$ cat src/sv/i2cram_pkg.sv
// shared types and constants for the i2c register access master
// no dependencies
`default_nettype none

package i2cram_pkg;

  localparam int CFG_INDEX_W = 1;
  localparam int CFG_DATA_W  = 8;

  localparam logic [CFG_INDEX_W-1:0] CFG_DEVICE_ADDRESS = 1'd0;
  localparam logic [CFG_INDEX_W-1:0] CFG_ACK_WAIT_LIMIT = 1'd1;

  localparam logic [6:0] RESET_DEVICE_ADDRESS = 7'd56;
  localparam logic [7:0] RESET_ACK_WAIT_LIMIT = 8'd101;

  localparam logic [3:0] BITS_PER_BYTE = 4'd8;

  typedef enum logic [4:0] {
    PH_IDLE   = 5'd0,
    PH_ST_HI  = 5'd1,
    PH_ST_SDA = 5'd2,
    PH_ST_SCL = 5'd3,
    PH_W_SET  = 5'd4,
    PH_W_HIGH = 5'd5,
    PH_W_FALL = 5'd6,
    PH_A_SET  = 5'd7,
    PH_A_WAIT = 5'd8,
    PH_A_FALL = 5'd9,
    PH_R_HIGH = 5'd10,
    PH_R_FALL = 5'd11,
    PH_M_SET  = 5'd12,
    PH_M_HIGH = 5'd13,
    PH_M_FALL = 5'd14,
    PH_P_LOW  = 5'd15,
    PH_P_SCL  = 5'd16,
    PH_P_SDA  = 5'd17
  } phase_t;

  typedef enum logic [1:0] {
    FR_ADDR_W = 2'd0,
    FR_REG    = 2'd1,
    FR_DATA   = 2'd2,
    FR_ADDR_R = 2'd3
  } frame_t;

  typedef enum logic {
    KIND_WRITE = 1'b0,
    KIND_READ  = 1'b1
  } kind_t;

  typedef struct packed {
    logic       command_valid;
    logic       kind;
    logic [7:0] reg_index;
    logic [7:0] write_data;
    logic [7:0] read_count;
    logic       sda_sample;
  } cmd_t;

  typedef struct packed {
    logic       scl_level;
    logic       sda_level;
    logic       sda_drive;
    logic       busy_res;
    logic       byte_valid;
    logic [7:0] read_byte;
    logic       done_res;
    logic       status;
  } res_t;

endpackage

`default_nettype wire

$ cat src/sv/i2cram_seq.sv
// bus phase sequencer: configuration registers, transaction state, pin levels
// depends on i2cram_pkg
`default_nettype none

module i2cram_seq (
  input  wire logic                               clk,
  input  wire logic                               rst,
  input  wire logic                               cfg_write,
  input  wire logic [i2cram_pkg::CFG_INDEX_W-1:0] cfg_index,
  input  wire logic [i2cram_pkg::CFG_DATA_W-1:0]  cfg_data,
  input  wire logic                               step,
  input  wire i2cram_pkg::cmd_t                   cmd,
  output i2cram_pkg::res_t                        res
);

  logic [6:0] device_address;
  logic [7:0] ack_wait_limit;

  i2cram_pkg::phase_t phase, phase_next;
  i2cram_pkg::frame_t frame, frame_next;
  logic [3:0] bit_count, bit_count_next;
  logic [7:0] shift_reg, shift_reg_next;
  logic [7:0] bytes_left, bytes_left_next;
  logic [7:0] wait_count, wait_count_next;
  logic       nack_flag, nack_flag_next;
  logic       latched_kind, latched_kind_next;
  logic [7:0] latched_reg, latched_reg_next;
  logic [7:0] latched_data, latched_data_next;
  logic       restart_pending, restart_pending_next;

  i2cram_pkg::phase_t phase_eff;
  logic [3:0] bit_count_inc;
  logic [7:0] bytes_left_dec;
  logic       last_byte;

  function automatic logic [7:0] frame_byte(input i2cram_pkg::frame_t f,
                                            input logic [6:0] addr,
                                            input logic [7:0] rg,
                                            input logic [7:0] dat);
    logic [7:0] b;
    case (f)
      i2cram_pkg::FR_ADDR_W: b = {addr, 1'b0};
      i2cram_pkg::FR_REG:    b = rg;
      i2cram_pkg::FR_DATA:   b = dat;
      default:               b = {addr, 1'b1};
    endcase
    return b;
  endfunction

  always_ff @(posedge clk) begin
    if (rst) begin
      device_address <= i2cram_pkg::RESET_DEVICE_ADDRESS;
      ack_wait_limit <= i2cram_pkg::RESET_ACK_WAIT_LIMIT;
    end else if (cfg_write) begin
      case (cfg_index)
        i2cram_pkg::CFG_DEVICE_ADDRESS: device_address <= cfg_data[6:0];
        i2cram_pkg::CFG_ACK_WAIT_LIMIT: ack_wait_limit <= cfg_data[7:0];
        default: ;
      endcase
    end
  end

  always_ff @(posedge clk) begin
    if (rst) begin
      phase           <= i2cram_pkg::PH_IDLE;
      frame           <= i2cram_pkg::FR_ADDR_W;
      bit_count       <= '0;
      shift_reg       <= '0;
      bytes_left      <= '0;
      wait_count      <= '0;
      nack_flag       <= 1'b0;
      latched_kind    <= 1'b0;
      latched_reg     <= '0;
      latched_data    <= '0;
      restart_pending <= 1'b0;
    end else if (step) begin
      phase           <= phase_next;
      frame           <= frame_next;
      bit_count       <= bit_count_next;
      shift_reg       <= shift_reg_next;
      bytes_left      <= bytes_left_next;
      wait_count      <= wait_count_next;
      nack_flag       <= nack_flag_next;
      latched_kind    <= latched_kind_next;
      latched_reg     <= latched_reg_next;
      latched_data    <= latched_data_next;
      restart_pending <= restart_pending_next;
    end
  end

  assign bit_count_inc  = bit_count + 4'd1;
  assign bytes_left_dec = (bytes_left != 8'd0) ? bytes_left - 8'd1 : 8'd0;
  assign last_byte      = (bytes_left == 8'd1);

  // next state
  always_comb begin
    phase_next           = phase;
    frame_next           = frame;
    bit_count_next       = bit_count;
    shift_reg_next       = shift_reg;
    bytes_left_next      = bytes_left;
    wait_count_next      = wait_count;
    nack_flag_next       = nack_flag;
    latched_kind_next    = latched_kind;
    latched_reg_next     = latched_reg;
    latched_data_next    = latched_data;
    restart_pending_next = restart_pending;
    phase_eff            = phase;

    if (phase == i2cram_pkg::PH_IDLE && cmd.command_valid) begin
      latched_kind_next    = cmd.kind;
      latched_reg_next     = cmd.reg_index;
      latched_data_next    = cmd.write_data;
      bytes_left_next      = cmd.read_count;
      nack_flag_next       = 1'b0;
      wait_count_next      = '0;
      bit_count_next       = '0;
      shift_reg_next       = '0;
      frame_next           = i2cram_pkg::FR_ADDR_W;
      restart_pending_next = 1'b0;
      phase_eff            = i2cram_pkg::PH_ST_HI;
    end

    case (phase_eff)
      i2cram_pkg::PH_IDLE: ;
      i2cram_pkg::PH_ST_HI:  phase_next = i2cram_pkg::PH_ST_SDA;
      i2cram_pkg::PH_ST_SDA: phase_next = i2cram_pkg::PH_ST_SCL;
      i2cram_pkg::PH_ST_SCL: begin
        bit_count_next = '0;
        shift_reg_next = frame_byte(frame, device_address, latched_reg, latched_data);
        phase_next     = i2cram_pkg::PH_W_SET;
      end
      i2cram_pkg::PH_W_SET:  phase_next = i2cram_pkg::PH_W_HIGH;
      i2cram_pkg::PH_W_HIGH: phase_next = i2cram_pkg::PH_W_FALL;
      i2cram_pkg::PH_W_FALL: begin
        shift_reg_next = {shift_reg[6:0], 1'b0};
        bit_count_next = bit_count_inc;
        if (bit_count_inc >= i2cram_pkg::BITS_PER_BYTE) begin
          wait_count_next = '0;
          phase_next      = i2cram_pkg::PH_A_SET;
        end else begin
          phase_next = i2cram_pkg::PH_W_SET;
        end
      end
      i2cram_pkg::PH_A_SET: phase_next = i2cram_pkg::PH_A_WAIT;
      i2cram_pkg::PH_A_WAIT: begin
        if (!cmd.sda_sample) begin
          nack_flag_next = 1'b0;
          phase_next     = i2cram_pkg::PH_A_FALL;
        end else if (wait_count >= ack_wait_limit) begin
          nack_flag_next = 1'b1;
          phase_next     = i2cram_pkg::PH_A_FALL;
        end else begin
          wait_count_next = wait_count + 8'd1;
        end
      end
      i2cram_pkg::PH_A_FALL: begin
        case (frame)
          i2cram_pkg::FR_ADDR_W: begin
            if (nack_flag) begin
              phase_next = i2cram_pkg::PH_P_LOW;
            end else begin
              frame_next     = i2cram_pkg::FR_REG;
              bit_count_next = '0;
              shift_reg_next = latched_reg;
              phase_next     = i2cram_pkg::PH_W_SET;
            end
          end
          i2cram_pkg::FR_REG: begin
            if (latched_kind == i2cram_pkg::KIND_WRITE) begin
              frame_next     = i2cram_pkg::FR_DATA;
              bit_count_next = '0;
              shift_reg_next = latched_data;
              phase_next     = i2cram_pkg::PH_W_SET;
            end else begin
              if (!nack_flag) restart_pending_next = 1'b1;
              phase_next = i2cram_pkg::PH_P_LOW;
            end
          end
          i2cram_pkg::FR_DATA: phase_next = i2cram_pkg::PH_P_LOW;
          default: begin
            if (nack_flag || bytes_left == 8'd0) begin
              phase_next = i2cram_pkg::PH_P_LOW;
            end else begin
              bit_count_next = '0;
              shift_reg_next = '0;
              phase_next     = i2cram_pkg::PH_R_HIGH;
            end
          end
        endcase
      end
      i2cram_pkg::PH_R_HIGH: begin
        shift_reg_next = {shift_reg[6:0], cmd.sda_sample};
        phase_next     = i2cram_pkg::PH_R_FALL;
      end
      i2cram_pkg::PH_R_FALL: begin
        bit_count_next = bit_count_inc;
        if (bit_count_inc >= i2cram_pkg::BITS_PER_BYTE) begin
          phase_next = i2cram_pkg::PH_M_SET;
        end else begin
          phase_next = i2cram_pkg::PH_R_HIGH;
        end
      end
      i2cram_pkg::PH_M_SET:  phase_next = i2cram_pkg::PH_M_HIGH;
      i2cram_pkg::PH_M_HIGH: phase_next = i2cram_pkg::PH_M_FALL;
      i2cram_pkg::PH_M_FALL: begin
        bytes_left_next = bytes_left_dec;
        if (bytes_left_dec != 8'd0) begin
          bit_count_next = '0;
          shift_reg_next = '0;
          phase_next     = i2cram_pkg::PH_R_HIGH;
        end else begin
          phase_next = i2cram_pkg::PH_P_LOW;
        end
      end
      i2cram_pkg::PH_P_LOW: phase_next = i2cram_pkg::PH_P_SCL;
      i2cram_pkg::PH_P_SCL: phase_next = i2cram_pkg::PH_P_SDA;
      i2cram_pkg::PH_P_SDA: begin
        if (restart_pending) begin
          restart_pending_next = 1'b0;
          frame_next           = i2cram_pkg::FR_ADDR_R;
          phase_next           = i2cram_pkg::PH_ST_HI;
        end else begin
          phase_next = i2cram_pkg::PH_IDLE;
        end
      end
      default: phase_next = i2cram_pkg::PH_IDLE;
    endcase
  end

  // pin levels and result flags
  always_comb begin
    res            = '0;
    res.scl_level  = 1'b1;
    res.sda_level  = 1'b1;
    res.sda_drive  = 1'b1;
    res.busy_res   = (phase_eff != i2cram_pkg::PH_IDLE);

    case (phase_eff)
      i2cram_pkg::PH_IDLE, i2cram_pkg::PH_ST_HI: ;
      i2cram_pkg::PH_ST_SDA, i2cram_pkg::PH_P_SCL: res.sda_level = 1'b0;
      i2cram_pkg::PH_ST_SCL, i2cram_pkg::PH_P_LOW: begin
        res.scl_level = 1'b0;
        res.sda_level = 1'b0;
      end
      i2cram_pkg::PH_W_SET, i2cram_pkg::PH_W_FALL: begin
        res.scl_level = 1'b0;
        res.sda_level = shift_reg[7];
      end
      i2cram_pkg::PH_W_HIGH: res.sda_level = shift_reg[7];
      i2cram_pkg::PH_A_SET, i2cram_pkg::PH_A_FALL: begin
        res.scl_level = 1'b0;
        res.sda_level = 1'b0;
        res.sda_drive = 1'b0;
      end
      i2cram_pkg::PH_A_WAIT, i2cram_pkg::PH_R_HIGH: begin
        res.sda_level = 1'b0;
        res.sda_drive = 1'b0;
      end
      i2cram_pkg::PH_R_FALL: begin
        res.scl_level = 1'b0;
        res.sda_level = 1'b0;
        res.sda_drive = 1'b0;
        if (bit_count_inc >= i2cram_pkg::BITS_PER_BYTE) begin
          res.byte_valid = 1'b1;
          res.read_byte  = shift_reg;
        end
      end
      i2cram_pkg::PH_M_SET, i2cram_pkg::PH_M_FALL: begin
        res.scl_level = 1'b0;
        res.sda_level = last_byte;
      end
      i2cram_pkg::PH_M_HIGH: res.sda_level = last_byte;
      i2cram_pkg::PH_P_SDA: begin
        if (!restart_pending) begin
          res.done_res = 1'b1;
          res.status   = nack_flag;
        end
      end
      default: res.busy_res = 1'b0;
    endcase
  end

endmodule

`default_nettype wire

$ cat src/sv/i2cram_out.sv
// result register between the sequencer and the output channel
// depends on i2cram_pkg
`default_nettype none

module i2cram_out (
  input  wire logic              clk,
  input  wire logic              rst,
  input  wire logic              load,
  input  wire i2cram_pkg::res_t  res_in,
  output logic                   can_load,
  output logic                   valid,
  input  wire logic              ready,
  output i2cram_pkg::res_t       res_out
);

  logic             full;
  i2cram_pkg::res_t held;

  assign can_load = !full || ready;
  assign valid    = full;
  assign res_out  = held;

  always_ff @(posedge clk) begin
    if (rst) begin
      full <= 1'b0;
    end else if (load) begin
      full <= 1'b1;
    end else if (ready) begin
      full <= 1'b0;
    end
  end

  always_ff @(posedge clk) begin
    if (load) begin
      held <= res_in;
    end
  end

endmodule

`default_nettype wire

$ cat src/sv/i2c_register_access_master_core.sv
// top level of the i2c register access master: sequencer and result register
// depends on i2cram_pkg, i2cram_seq, i2cram_out
`default_nettype none

// channel  direction  handshake            payload
// cfg      in         cfg_write            cfg_index, cfg_data
// in       in         in_valid / in_ready  command_valid .. sda_sample (one bus tick)
// out      out        out_valid / out_ready scl_level .. status (pin levels of that tick)
//
// one transfer in gives one transfer out; the sequencer advances one bus phase per
// accepted tick, so a transfer can be taken in every cycle while the output is not stalled
// a result is presented from the result register in the cycle after its tick is taken
// rst is synchronous: idle phase, sequencer lines high, result register empty, device_address 56, ack_wait_limit 101
// a stalled output holds the sequencer, since in_ready follows the result register:
// a new tick is taken only when the register is empty or its result leaves that cycle

module i2c_register_access_master_core (
  input  wire logic                               clk,
  input  wire logic                               rst,
  input  wire logic                               cfg_write,
  input  wire logic [i2cram_pkg::CFG_INDEX_W-1:0] cfg_index,
  input  wire logic [i2cram_pkg::CFG_DATA_W-1:0]  cfg_data,
  input  wire logic                               in_valid,
  output logic                                    in_ready,
  input  wire logic                               command_valid,
  input  wire logic                               kind,
  input  wire logic [7:0]                         reg_index,
  input  wire logic [7:0]                         write_data,
  input  wire logic [7:0]                         read_count,
  input  wire logic                               sda_sample,
  output logic                                    out_valid,
  input  wire logic                               out_ready,
  output logic                                    scl_level,
  output logic                                    sda_level,
  output logic                                    sda_drive,
  output logic                                    busy_res,
  output logic                                    byte_valid,
  output logic [7:0]                              read_byte,
  output logic                                    done_res,
  output logic                                    status
);

  i2cram_pkg::cmd_t cmd;
  i2cram_pkg::res_t res_now;
  i2cram_pkg::res_t res_q;
  logic             step;

  assign cmd.command_valid = command_valid;
  assign cmd.kind          = kind;
  assign cmd.reg_index     = reg_index;
  assign cmd.write_data    = write_data;
  assign cmd.read_count    = read_count;
  assign cmd.sda_sample    = sda_sample;

  assign step = in_valid && in_ready;

  i2cram_seq u_seq (
    .clk       (clk),
    .rst       (rst),
    .cfg_write (cfg_write),
    .cfg_index (cfg_index),
    .cfg_data  (cfg_data),
    .step      (step),
    .cmd       (cmd),
    .res       (res_now)
  );

  i2cram_out u_out (
    .clk      (clk),
    .rst      (rst),
    .load     (step),
    .res_in   (res_now),
    .can_load (in_ready),
    .valid    (out_valid),
    .ready    (out_ready),
    .res_out  (res_q)
  );

  assign scl_level  = res_q.scl_level;
  assign sda_level  = res_q.sda_level;
  assign sda_drive  = res_q.sda_drive;
  assign busy_res   = res_q.busy_res;
  assign byte_valid = res_q.byte_valid;
  assign read_byte  = res_q.read_byte;
  assign done_res   = res_q.done_res;
  assign status     = res_q.status;

endmodule

`default_nettype wire
$ cat config.mk
export PLATFORM = sky130hd
export DESIGN_NAME = i2c_register_access_master_core
export DESIGN_NICKNAME = d
export VERILOG_FILES = /design/src/sv/i2cram_pkg.sv /design/src/sv/i2cram_seq.sv /design/src/sv/i2cram_out.sv /design/src/sv/i2c_register_access_master_core.sv
export SDC_FILE = /design/constraint.sdc
export NUM_CORES = 1
export LEC_CHECK = 0
export BUFFER_PORTS_ARGS = -buffer_cell sky130_fd_sc_hd__buf_2
export CAP_MARGIN = 0
export CORE_UTILIZATION = 50
export DETAILED_ROUTE_END_ITERATION = 8
export PLACE_DENSITY_LB_ADDON = 0.05
export SETUP_SLACK_MARGIN = 0.15
export SYNTH_ARGS = -nofsm -noshare
export SYNTH_HDL_FRONTEND = slang
export SYNTH_SLANG_ARGS = --single-unit
$ cat constraint.sdc
create_clock -name clk -period 3.2 [get_ports clk]
set_clock_uncertainty 0.2 [all_clocks]
set_input_delay 0.16 -clock clk [delete_from_list [all_inputs] [get_ports clk]]
set_output_delay 0.16 -clock clk [all_outputs]
set_load 0.02 [all_outputs]
==> impl_results.md, run 1 <==
- Outcome: complete, no violations
- Power per Cell Area: around 400 nW/µm²
- Syn_area_per_cell: between 7 and 8 µm²
- Post-synthesis compound-gate area fraction: between 20% and 30%
- Switch share: between 20% and 30%
- Switching power: between 0.7 and 0.8 mW
- Syn Nets: about 660
- Row count: 35
- Gr ovfl total: 0
- Routed WL: 13000 µm
- Worst Setup End Kind: flop
- Primary FF master, synth: dfxtp_1
- RSZ-0062 raised after global routing: no
- Via count: between 4000 and 5000
- Root Driver: clkbuf_8
- 1st-iter DRT viols: 355
- Setup TNS Final: 0 ns
- Wire length per cell: 15.6 µm
- I/O pin total: 58
- Area leader, netlist: dfxtp_1
- Most common library cell in the layout ignoring fill and taps: nand2_1
- Synthesized-area fraction occupied by adder cells: approximately 3.4%
- I/O Buffers: 57
- DP HPWL: 8840 µm
- Reg-to-reg slack, setup: 0.18 ns
- Initial Utilization: between 50% and 60%
- Final #Nets: 752
- Sink Count: 85
- Post-Synth XOR/XNOR Area: 0.910%
- Post-DRT Antenna Nets: 0
- CP delay by family, top: simple AND/OR/NAND/NOR gates
- Largest family of logic cells by synthesized area: simple AND/OR/NAND/NOR gates
- Core box area: 9280 µm²
- Routability cong.: 0.919
- CTS clk-pin slew, worst paths: 0.10 ns
- CTS Buf Count: 9
- Gr usage total: 26.2%
- Cells on worst reg2reg path: 9
- TritonCTS clock tree: yes
- H-tree depth: 3
- Die area: 10000 µm²
- Post-DP Area: 5260 µm²
- CP Cell Sequence: inv_2 > ha_4 > or3b_4 > or4_1 > o211ai_2 > a21oi_2 > or4_4 > o2bb2ai_2 > mux2_4
- Largest fanout on the critical path: 5
- Leakage power: 2.29 nW
- Max-capacitance violation count: 0
- Antenna Cells: 0
- FMAX: 331 MHz
- Least-Margin Pin Slew: 0.954 ns
- Relative slew slack: 36.2%
- Comb pwr share: 16.9%
- Share of layout cells above drive strength 1: 16.1%
- Router iterations before antenna repair: 7
- Worst hold path type: in -> reg
- Clk_lat worst skew: roughly 0.37 ns
- Worst path bufs/invs: 1
- Setup violations, final: 0
- Die width: 100 µm
- Cells after synthesis: 605
- Number of flip-flops under the largest register name: 15
- Synth Warn #: 0
- Yosys top cell area share: 29.1%
- Largest cells by area after synthesis: dfxtp_1, edfxtp_1, a21oi_1, nand2_1, o21ai_0
- Req. time, crit path: 3.27 ns
- Vias per Instance: 5.82
- Fin crit share: 94.3%
- Post-synthesis mux area share: 2.62%
- Netlist Area Pre-Place: 4810 µm²
- Startpoint Class: flop
- Synth unique cells: 65
- Antenna violations before repair: 0
- Slew Viols, Final: 0
- Layout area overhead: 23.0%
- Async SR Flop Fraction: 0%
- EDFF count, synth: 15
- P_int: 1.67 mW
- Final Hold Vio Count: 0
- Commonest cells after routing, fill and taps aside: nand2_1, dfxtp_1, a21oi_1, buf_2, dlygate4sd3_1
- Vias in the first global route: 4444
- VDD IR max: 224 µV
- WHS: 0.0386 ns
- Worst path arrival time: 3.08 ns
- Largest net degree at the start of global routing: 29
- Critical Path Max Stage Delay: 0.56 ns
- Register area share after synthesis: 38.5%
- First-pass GRT wire length: 21100 µm
- Clk network pwr share: 33.1%
- DRC Markers: 0
- Min Tclk post-route: 3.02 ns
- Fin area: 5920 µm²
- Hold path depth: 3
- Sequential Power Share: 50.0%
- CP max stage cell: or4_4
- Stages on worst setup path: 9
- Die Ht: 100 µm
- Setup CP Type: reg -> reg
- Post-Synth Simple-Gate Area: 25.4%
- Flops & latches, synth: 85
- CTS max path bufs: 2
cells by family (layout without fill, tap and decap cells):
kind of cell,count (synthesis),in the layout
compound gates,183,183
xor+xnor,5,5
flops,85,85
buf+inv,62,160
fa+ha+maj,13,13
simple gates,245,245
mux,12,12
per-stage QoR:
stage	cells	total power, mW	util [%]	worst slack [ns]
global route	832	2.48	63.8	0.113
finish	832	2.37	63.8	0.183
floorplan	605	1.44	-	0.266
CTS	828	2.37	63.4	0.167
global placement	771	1.55	56.7	0.169
detailed placement	771	1.55	56.7	0.0721
cells in the mapped netlist, types with 11 or more instances:
library cell / number
a21oi_1: 66
edfxtp_1: 15
nand3_1: 24
nor2_1: 30
o21ai_0: 37
nor2b_1: 11
nor3_1: 17
nand2b_1: 20
ha_1: 13
and3_1: 16
dfxtp_1: 70
clkbuf_1: 34
and2_1: 12
nand2_1: 87
inv_1: 19
per-layer routing:
| layer | global-route usage, % | up-vias | wire (µm) |
|---|---|---|---|
| li1 | - | 2389 | - |
| met1 | 35.0 | 2249 | 5830 |
| met2 | 43.2 | 184 | 6250 |
| met3 | 3.06 | 21 | 638 |
| met4 | 10.8 | 0 | 243 |
| met5 | 0 | - | 0 |
worst register-to-register path: cells and delay by family, from the launching register on:
family	cells	cell delay [ns]
simple gates	3	1.39
compound gates	3	0.46
flops	1	0.35
mux	1	0.26
fa+ha+maj	1	0.17
buf+inv	1	0.10
final timing paths:
path | to | startpoint
worst max-delay path | u_seq.bit_count[0]$_SDFFE_PP0P_ | u_seq.bytes_left[1]$_SDFFE_PP0P_
worst min-delay path | u_out.res_out[11]$_SDFFCE_PN0P_ | command_valid
worst max register to register | u_seq.bit_count[0]$_SDFFE_PP0P_ | u_seq.bytes_left[1]$_SDFFE_PP0P_
worst min register to register | u_seq.ack_wait_limit[3]$_SDFFE_PP0P_ | u_seq.ack_wait_limit[3]$_SDFFE_PP0P_
final cells by class:
cell class,count,area (µm²)
clock buffer,10,149
clock inverter,6,56.3
fill,852,3360
inverter,21,78.8
multi-input combinational,458,2740
sequential,85,1850
tap,129,161
timing repair buffer,123,883
power groups by stage:
stage	registers [mW]	logic (mW)	clock network [mW]
detailed placement	1.21	0.345	0
finish	1.19	0.402	0.786
global placement	1.21	0.340	0
CTS	1.18	0.389	0.802
floorplan	1.20	0.232	0
global route	1.19	0.444	0.841
repair_timing:
action / CTS / global route
gates resized for setup: 3 / 3
pin swaps: 0 / 1
endpoints found under the setup margin: 3 / 3
hold buffers: 41 / 0
setup buffers: 0 / 4
hold endpoints to repair: 46 / 0
Power figures use the tool's default switching activity.
==> run 2, diff against run 1 <==
--- a/config.mk
+++ b/config.mk
@@ -5,6 +5,7 @@
 export SDC_FILE = /design/constraint.sdc
 export NUM_CORES = 1
 export LEC_CHECK = 0
+export ABC_AREA = 1
 export BUFFER_PORTS_ARGS = -buffer_cell sky130_fd_sc_hd__buf_2
 export CAP_MARGIN = 0
 export CORE_UTILIZATION = 50
==> run 2 against run 1 <==
Effect of this change:
- count of clock-buffer cells in the layout shrank 1
- worst setup slack gained 0.61 ns
- global-route usage shrank 1.3 points
==> impl_results.md, run 2 <==
- Outcome: complete, no violations
- Power per Cell Area: 497 nW/µm²
- Synth unique cells: 54
- Final Hold Vio Count: 0
- Layout area overhead: 18.8%
- VDD IR max: 267 µV
- 1st-iter DRT viols: 167
- WHS: 0.0562 ns
- CTS clk-pin slew, worst paths: 0.10 ns
- EDFF count, synth: 15
- Sink Count: 85
- Initial Utilization: 52.0%
- Setup violations, final: 0
- Row count: 36
- Antenna Cells: 0
- Synth Warn #: 0
- Hold endpoint: u_seq.device_address[6]$_SDFFE_PP0P_
- DP HPWL: 9160 µm
- Final #Nets: 809
- Clk_lat worst skew: 0.36 ns
- Routed WL: 12800 µm
- Async SR Flop Fraction: 0%
- Area leader, netlist: dfxtp_1
- Setup TNS Final: 0 ns
- Hold path depth: 4
- FMAX: 416 MHz
- Cells on worst reg2reg path: 7
- CTS Buf Count: 9
- Fin crit share: 75.1%
- TritonCTS clock tree: yes
- Number of flip-flops under the largest register name: 15
- Resized Gates After CTS: 0
- Cell with the most instances after synthesis: nand2_1
- Critical R2R Capture: u_seq.latched_reg[3]$_SDFFE_PP0P_
- Worst hold path type: in -> reg
- Post-CTS setup buffer count: 0
- First-pass GRT wire length: about 20000 µm
- Die width: ~100 µm
- Flops & latches, synth: 85
- Gr usage total: around a quarter
- Startpoint Class: flop
- I/O Buffers: 57
- CTS max path bufs: 2
- FF-to-FF Start: u_seq.phase[4]$_SDFFE_PP0P_
- Vias in the first global route: roughly 4400
- Share of layout cells above drive strength 1: 21.2%
- Slew Viols, Final: 0
- Post-CTS Hold Buffers: 38
- Leakage power: approximately 2.5 nW
- Largest cells by area after synthesis: dfxtp_1, edfxtp_1, nand2_1, o21ai_0, a21oi_1
- Req. time, crit path: 3.29 ns
- Hold_sp: cfg_index
- Core box area: roughly 9900 µm²
- Fin area: 6090 µm²
- Die Ht: just over 100 µm
- Post-DRT Antenna Nets: 0
- Largest net degree at the start of global routing: 47
- Commonest cells after routing, fill and taps aside: nand2_1, inv_1, dfxtp_1, nor2_1, o21ai_0
- Yosys top cell area share: 27.3%
- Gr ovfl total: 0
- Netlist Area Pre-Place: 5130 µm²
- Vias per Instance: 5.36
- Setup CP Type: reg -> reg
- Post-Route Utilization: 61.8%
- H-tree depth: 3
- Syn Nets: 722
- I/O pin total: 58
- Largest fanout on the critical path: 22
- Least-Margin Pin Slew: 1.11 ns
- Via count: 4785
- Register area share after synthesis: 36.1%
- Max-capacitance violation count: 0
- Syn_area_per_cell: 7.68 µm²
- Die area: 10700 µm²
- Reg-to-reg slack, setup: 0.80 ns
- Wire length per cell: 14.3 µm
- RSZ-0062 raised after global routing: no
- Primary FF master, synth: dfxtp_1
- DRC Markers: 0
- Min Tclk post-route: about 2.4 ns
- DP Cell Count: 839
- Root Driver: clkbuf_8
- Worst path arrival time: 2.49 ns
- Worst Setup End Kind: flop
- Most common library cell in the layout ignoring fill and taps: nand2_1
- Top cells by count, synth: nand2_1, inv_1, dfxtp_1
- Final cell count without fillers: between 800 and 900
- Antenna violations before repair: 0
- Relative slew slack: approximately a quarter
- Post-DP Area: 5470 µm²
- Router iterations before antenna repair: 5
- Cells after synthesis: 668
- Routability cong.: slightly below 0.9
run 2: cell types whose count changed after synthesis, moves of 11 or more:
cell	before	now
and3_1	16	1
o21ai_0	37	60
nand3_2	0	11
nor2_1	30	61
inv_2	2	14
nor2b_1	11	0
nand2b_1	20	0
inv_1	19	76
and2_1	12	0
nand4_1	1	13
clkbuf_1	34	8
run 2: per-stage QoR:
stage,setup WS (ns),power (mW)
CTS,0.817,3.04
detailed placement,0.853,2.10
global placement,0.892,2.09
finish,0.796,3.03
floorplan,1.32,1.92
global route,0.585,3.21
run 2: report_power, final:
group / switching, mW / total (mW) / internal [mW] / leakage [nW]
Clock: 0.441 / 0.905 / 0.463 / 0.122
Combinational: 0.553 / 0.855 / 0.301 / 1.70
Sequential: 0.0837 / 1.27 / 1.18 / 0.720
run 2: cell families (layout without fill, tap and decap cells):
group                    Yosys count  after routing  share of synthesized area [%]
AND/OR/NAND/NOR                  261            261                           27.7
flip-flops                        85             85                           36.1
XOR/XNOR                           8              8                           1.37
AO/OA/AOI/OAI                    183            183                           21.6
adder cells (fa/ha/maj)           13             13                           3.17
buffers and inverters            118            210                           10.0
run 2: routing by layer:
layer  vias to the layer above  track usage [%]  routed length [µm]
met5                         -                0                   0
met4                         0             7.04                 127
met3                        11             4.44                 515
met2                       125             43.0                6190
met1                      2187             32.0                5970
li1                       2462                -                   -
run 2: cell type report:
cell class              instances  area (µm²)
repair buffers                100         703
well taps                     133         166
inverters                      94         367
flip-flops and latches         85        1850
multi-input cells             465        2760
clock inverters                 7         116
fillers                       903        3770
clock buffers                   9         124
run 2: worst max-delay path by stage:
stage                                      from                                end  slack, ns  cells past startpoint
2_1_floorplan  u_seq.bytes_left[0]$_SDFFE_PP0P_        u_seq.phase[2]$_SDFFE_PP0P_       1.32                     12
3_3_place_gp        u_seq.phase[4]$_SDFFE_PP0P_  u_seq.latched_reg[4]$_SDFFE_PP0P_       0.89                      7
3_5_place_dp        u_seq.phase[4]$_SDFFE_PP0P_  u_seq.latched_reg[6]$_SDFFE_PP0P_       0.85                      7
4_1_cts             u_seq.phase[4]$_SDFFE_PP0P_  u_seq.latched_reg[6]$_SDFFE_PP0P_       0.82                      7
5_1_grt             u_seq.phase[4]$_SDFFE_PP0P_  u_seq.latched_reg[3]$_SDFFE_PP0P_       0.59                      7
6_report            u_seq.phase[4]$_SDFFE_PP0P_  u_seq.latched_reg[3]$_SDFFE_PP0P_       0.80                      7
run 2: worst max-delay path: stages (launching register included):
cell and delay, ns:
dfxtp_1 0.68, nor2_1 0.16, nand3_4 0.23, nor2_1 0.08, inv_1 0.43, buf_4 0.28, o21ai_0 0.11, a21oi_1 0.17
==> run 3, diff against run 2 <==
==> constraint.sdc (replaced) <==
create_clock -name clk -period 2.4 [get_ports clk]
set_clock_uncertainty 0.2 [all_clocks]
set_input_delay 0.12 -clock clk [delete_from_list [all_inputs] [get_ports clk]]
set_output_delay 0.12 -clock clk [all_outputs]
set_load 0.02 [all_outputs]
==> run 3 against run 2 <==
Effect of this change:
- critical path depth is the same
- fmax up 15%
- sequential share of layout area is 0.40 points lower
- die area did not move
- hold slack lost 0.047 ns
- count of clock-buffer cells in the layout unchanged
==> impl_results.md, run 3 (synthesis results as in run 2) <==
- Vias in the first global route: 4235
- WHS: 0.00918 ns
- First-pass GRT wire length: 20600 µm
- RSZ-0062 raised after global routing: no
- Worst Setup End Kind: flop
- Wire length per cell: 14.4 µm
- Setup CP Type: reg -> reg
- H-tree depth: 3
- Fin crit share: between 80% and 90%
- Router iterations before antenna repair: 5
- Die Ht: 103 µm
- VDD IR max: 310 µV
- Outcome: complete, no violations
- Startpoint Class: flop
- Antenna Cells: 0
- Commonest cells after routing, fill and taps aside: nand2_1, inv_1, dfxtp_1, nor2_1, o21ai_0
- Routed WL: 13000 µm
- Leakage power: 2.59 nW
- Gr ovfl total: 0
- I/O Buffers: 57
- DRC Markers: 0
- Req. time, crit path: 2.32 ns
- Vias per Instance: 5.37
- CTS clk-pin slew, worst paths: 0.10 ns
- Largest net degree at the start of global routing: 47
- Final Hold Vio Count: 0
- 1st-iter DRT viols: 289
- Least-Margin Pin Slew: 0.476 ns
- Core box area: 9860 µm²
- Row count: 36
- Max-capacitance violation count: 0
- CTS Buf Count: 9
- TritonCTS clock tree: yes
- Number of flip-flops under the largest register name: 15
- Gr usage total: 25.0%
- CTS max path bufs: 2
- DP HPWL: 9380 µm
- Layout area overhead: 20.4%
- Worst path arrival time: 2.01 ns
- Filler cells: between 800 and 900
- Clk_lat worst skew: 0.37 ns
- Worst hold path type: in -> reg
- Setup violations, final: 0
- Root Driver: clkbuf_8
- Min Tclk post-route: 2.09 ns
- Antenna violations before repair: 0
- Most common library cell in the layout ignoring fill and taps: nand2_1
- Initial Utilization: 52.0%
- Slew Viols, Final: 0
- Largest fanout on the critical path: 18
- Cells on worst reg2reg path: 7
- Via count: 4842
- Relative slew slack: 68.1%
- FMAX: 479 MHz
- Post-DRT Antenna Nets: 0
- Die width: around 100 µm
- Share of layout cells above drive strength 1: roughly 22%
- Die area: 10700 µm²
- Routability cong.: 0.932
- Final #Nets: 818
- I/O pin total: 58
- Hold path depth: 3
- Setup TNS Final: 0 ns
- Power per Cell Area: 653 nW/µm²
- Sink Count: 85
[run 3: stage by stage]
stage                     util, %  power [mW]  setup slack (ns)  instances  instance area [µm²]
after floorplan                 -        2.56             0.525        668                 5130
after global placement       55.8        2.80             0.351        843                 5500
after detailed placement     55.8        2.81             0.283        843                 5500
after CTS                    62.0        4.02             0.270        898                 6120
after global routing         62.6        4.24             0.106        902                 6180
final                        62.6        4.03             0.311        902                 6180
[run 3: path summary, 6_finish.rpt]
kind / slack, ns / start / end
setup / recovery: 0.31 / u_seq.phase[2]$_SDFFE_PP0P_ / u_out.res_out[14]$_DFFE_PP_
hold / removal: 0.009 / cfg_write / u_seq.ack_wait_limit[3]$_SDFFE_PP0P_
setup reg to reg: 0.31 / u_seq.phase[2]$_SDFFE_PP0P_ / u_out.res_out[14]$_DFFE_PP_
hold reg to reg: 0.28 / u_seq.ack_wait_limit[1]$_SDFFE_PP0P_ / u_seq.ack_wait_limit[1]$_SDFFE_PP0P_
[run 3: critical path, cell delays in order (launching register included)]
cell	delay [ns]
dfxtp_1	0.54
nor2_4	0.14
nand3_4	0.25
nand2_2	0.13
nor3_1	0.24
nand2_1	0.14
o22ai_1	0.14
nor4_1	0.07
[run 3: layer usage]
| layer | track usage, % | vias up | wire length (µm) |
|---|---|---|---|
| li1 | - | 2478 | - |
| met1 | 33.5 | 2205 | 6130 |
| met2 | 41.1 | 139 | 6140 |
| met3 | 2.82 | 20 | 504 |
| met4 | 10.3 | 0 | 217 |
| met5 | 0 | - | 0 |
[run 3: cell type report]
type	count	area (µm²)	area share [%]
timing repair buffer	109	786	12.7
inverter	94	367	5.93
tap	133	166	2.69
clock buffer	9	124	2.01
multi-input combinational	465	2780	45.0
clock inverter	7	103	1.66
sequential	85	1850	30.0
[run 3: power breakdown]
group,internal (mW),switching [mW],leakage [nW]
sequential,1.58,0.104,0.721
clock,0.601,0.572,0.116
combinational,0.422,0.755,1.75
total,2.60,1.43,2.59
[run 3: what timing repair did]
| action | 4_1_cts | 5_1_grt |
|---|---|---|
| setup endpoints to repair | 0 | 17 |
| hold buffers | 39 | 0 |
| setup buffers | 0 | 4 |
| endpoints found under the hold margin | 42 | 0 |
| gates resized for setup | 0 | 5 |
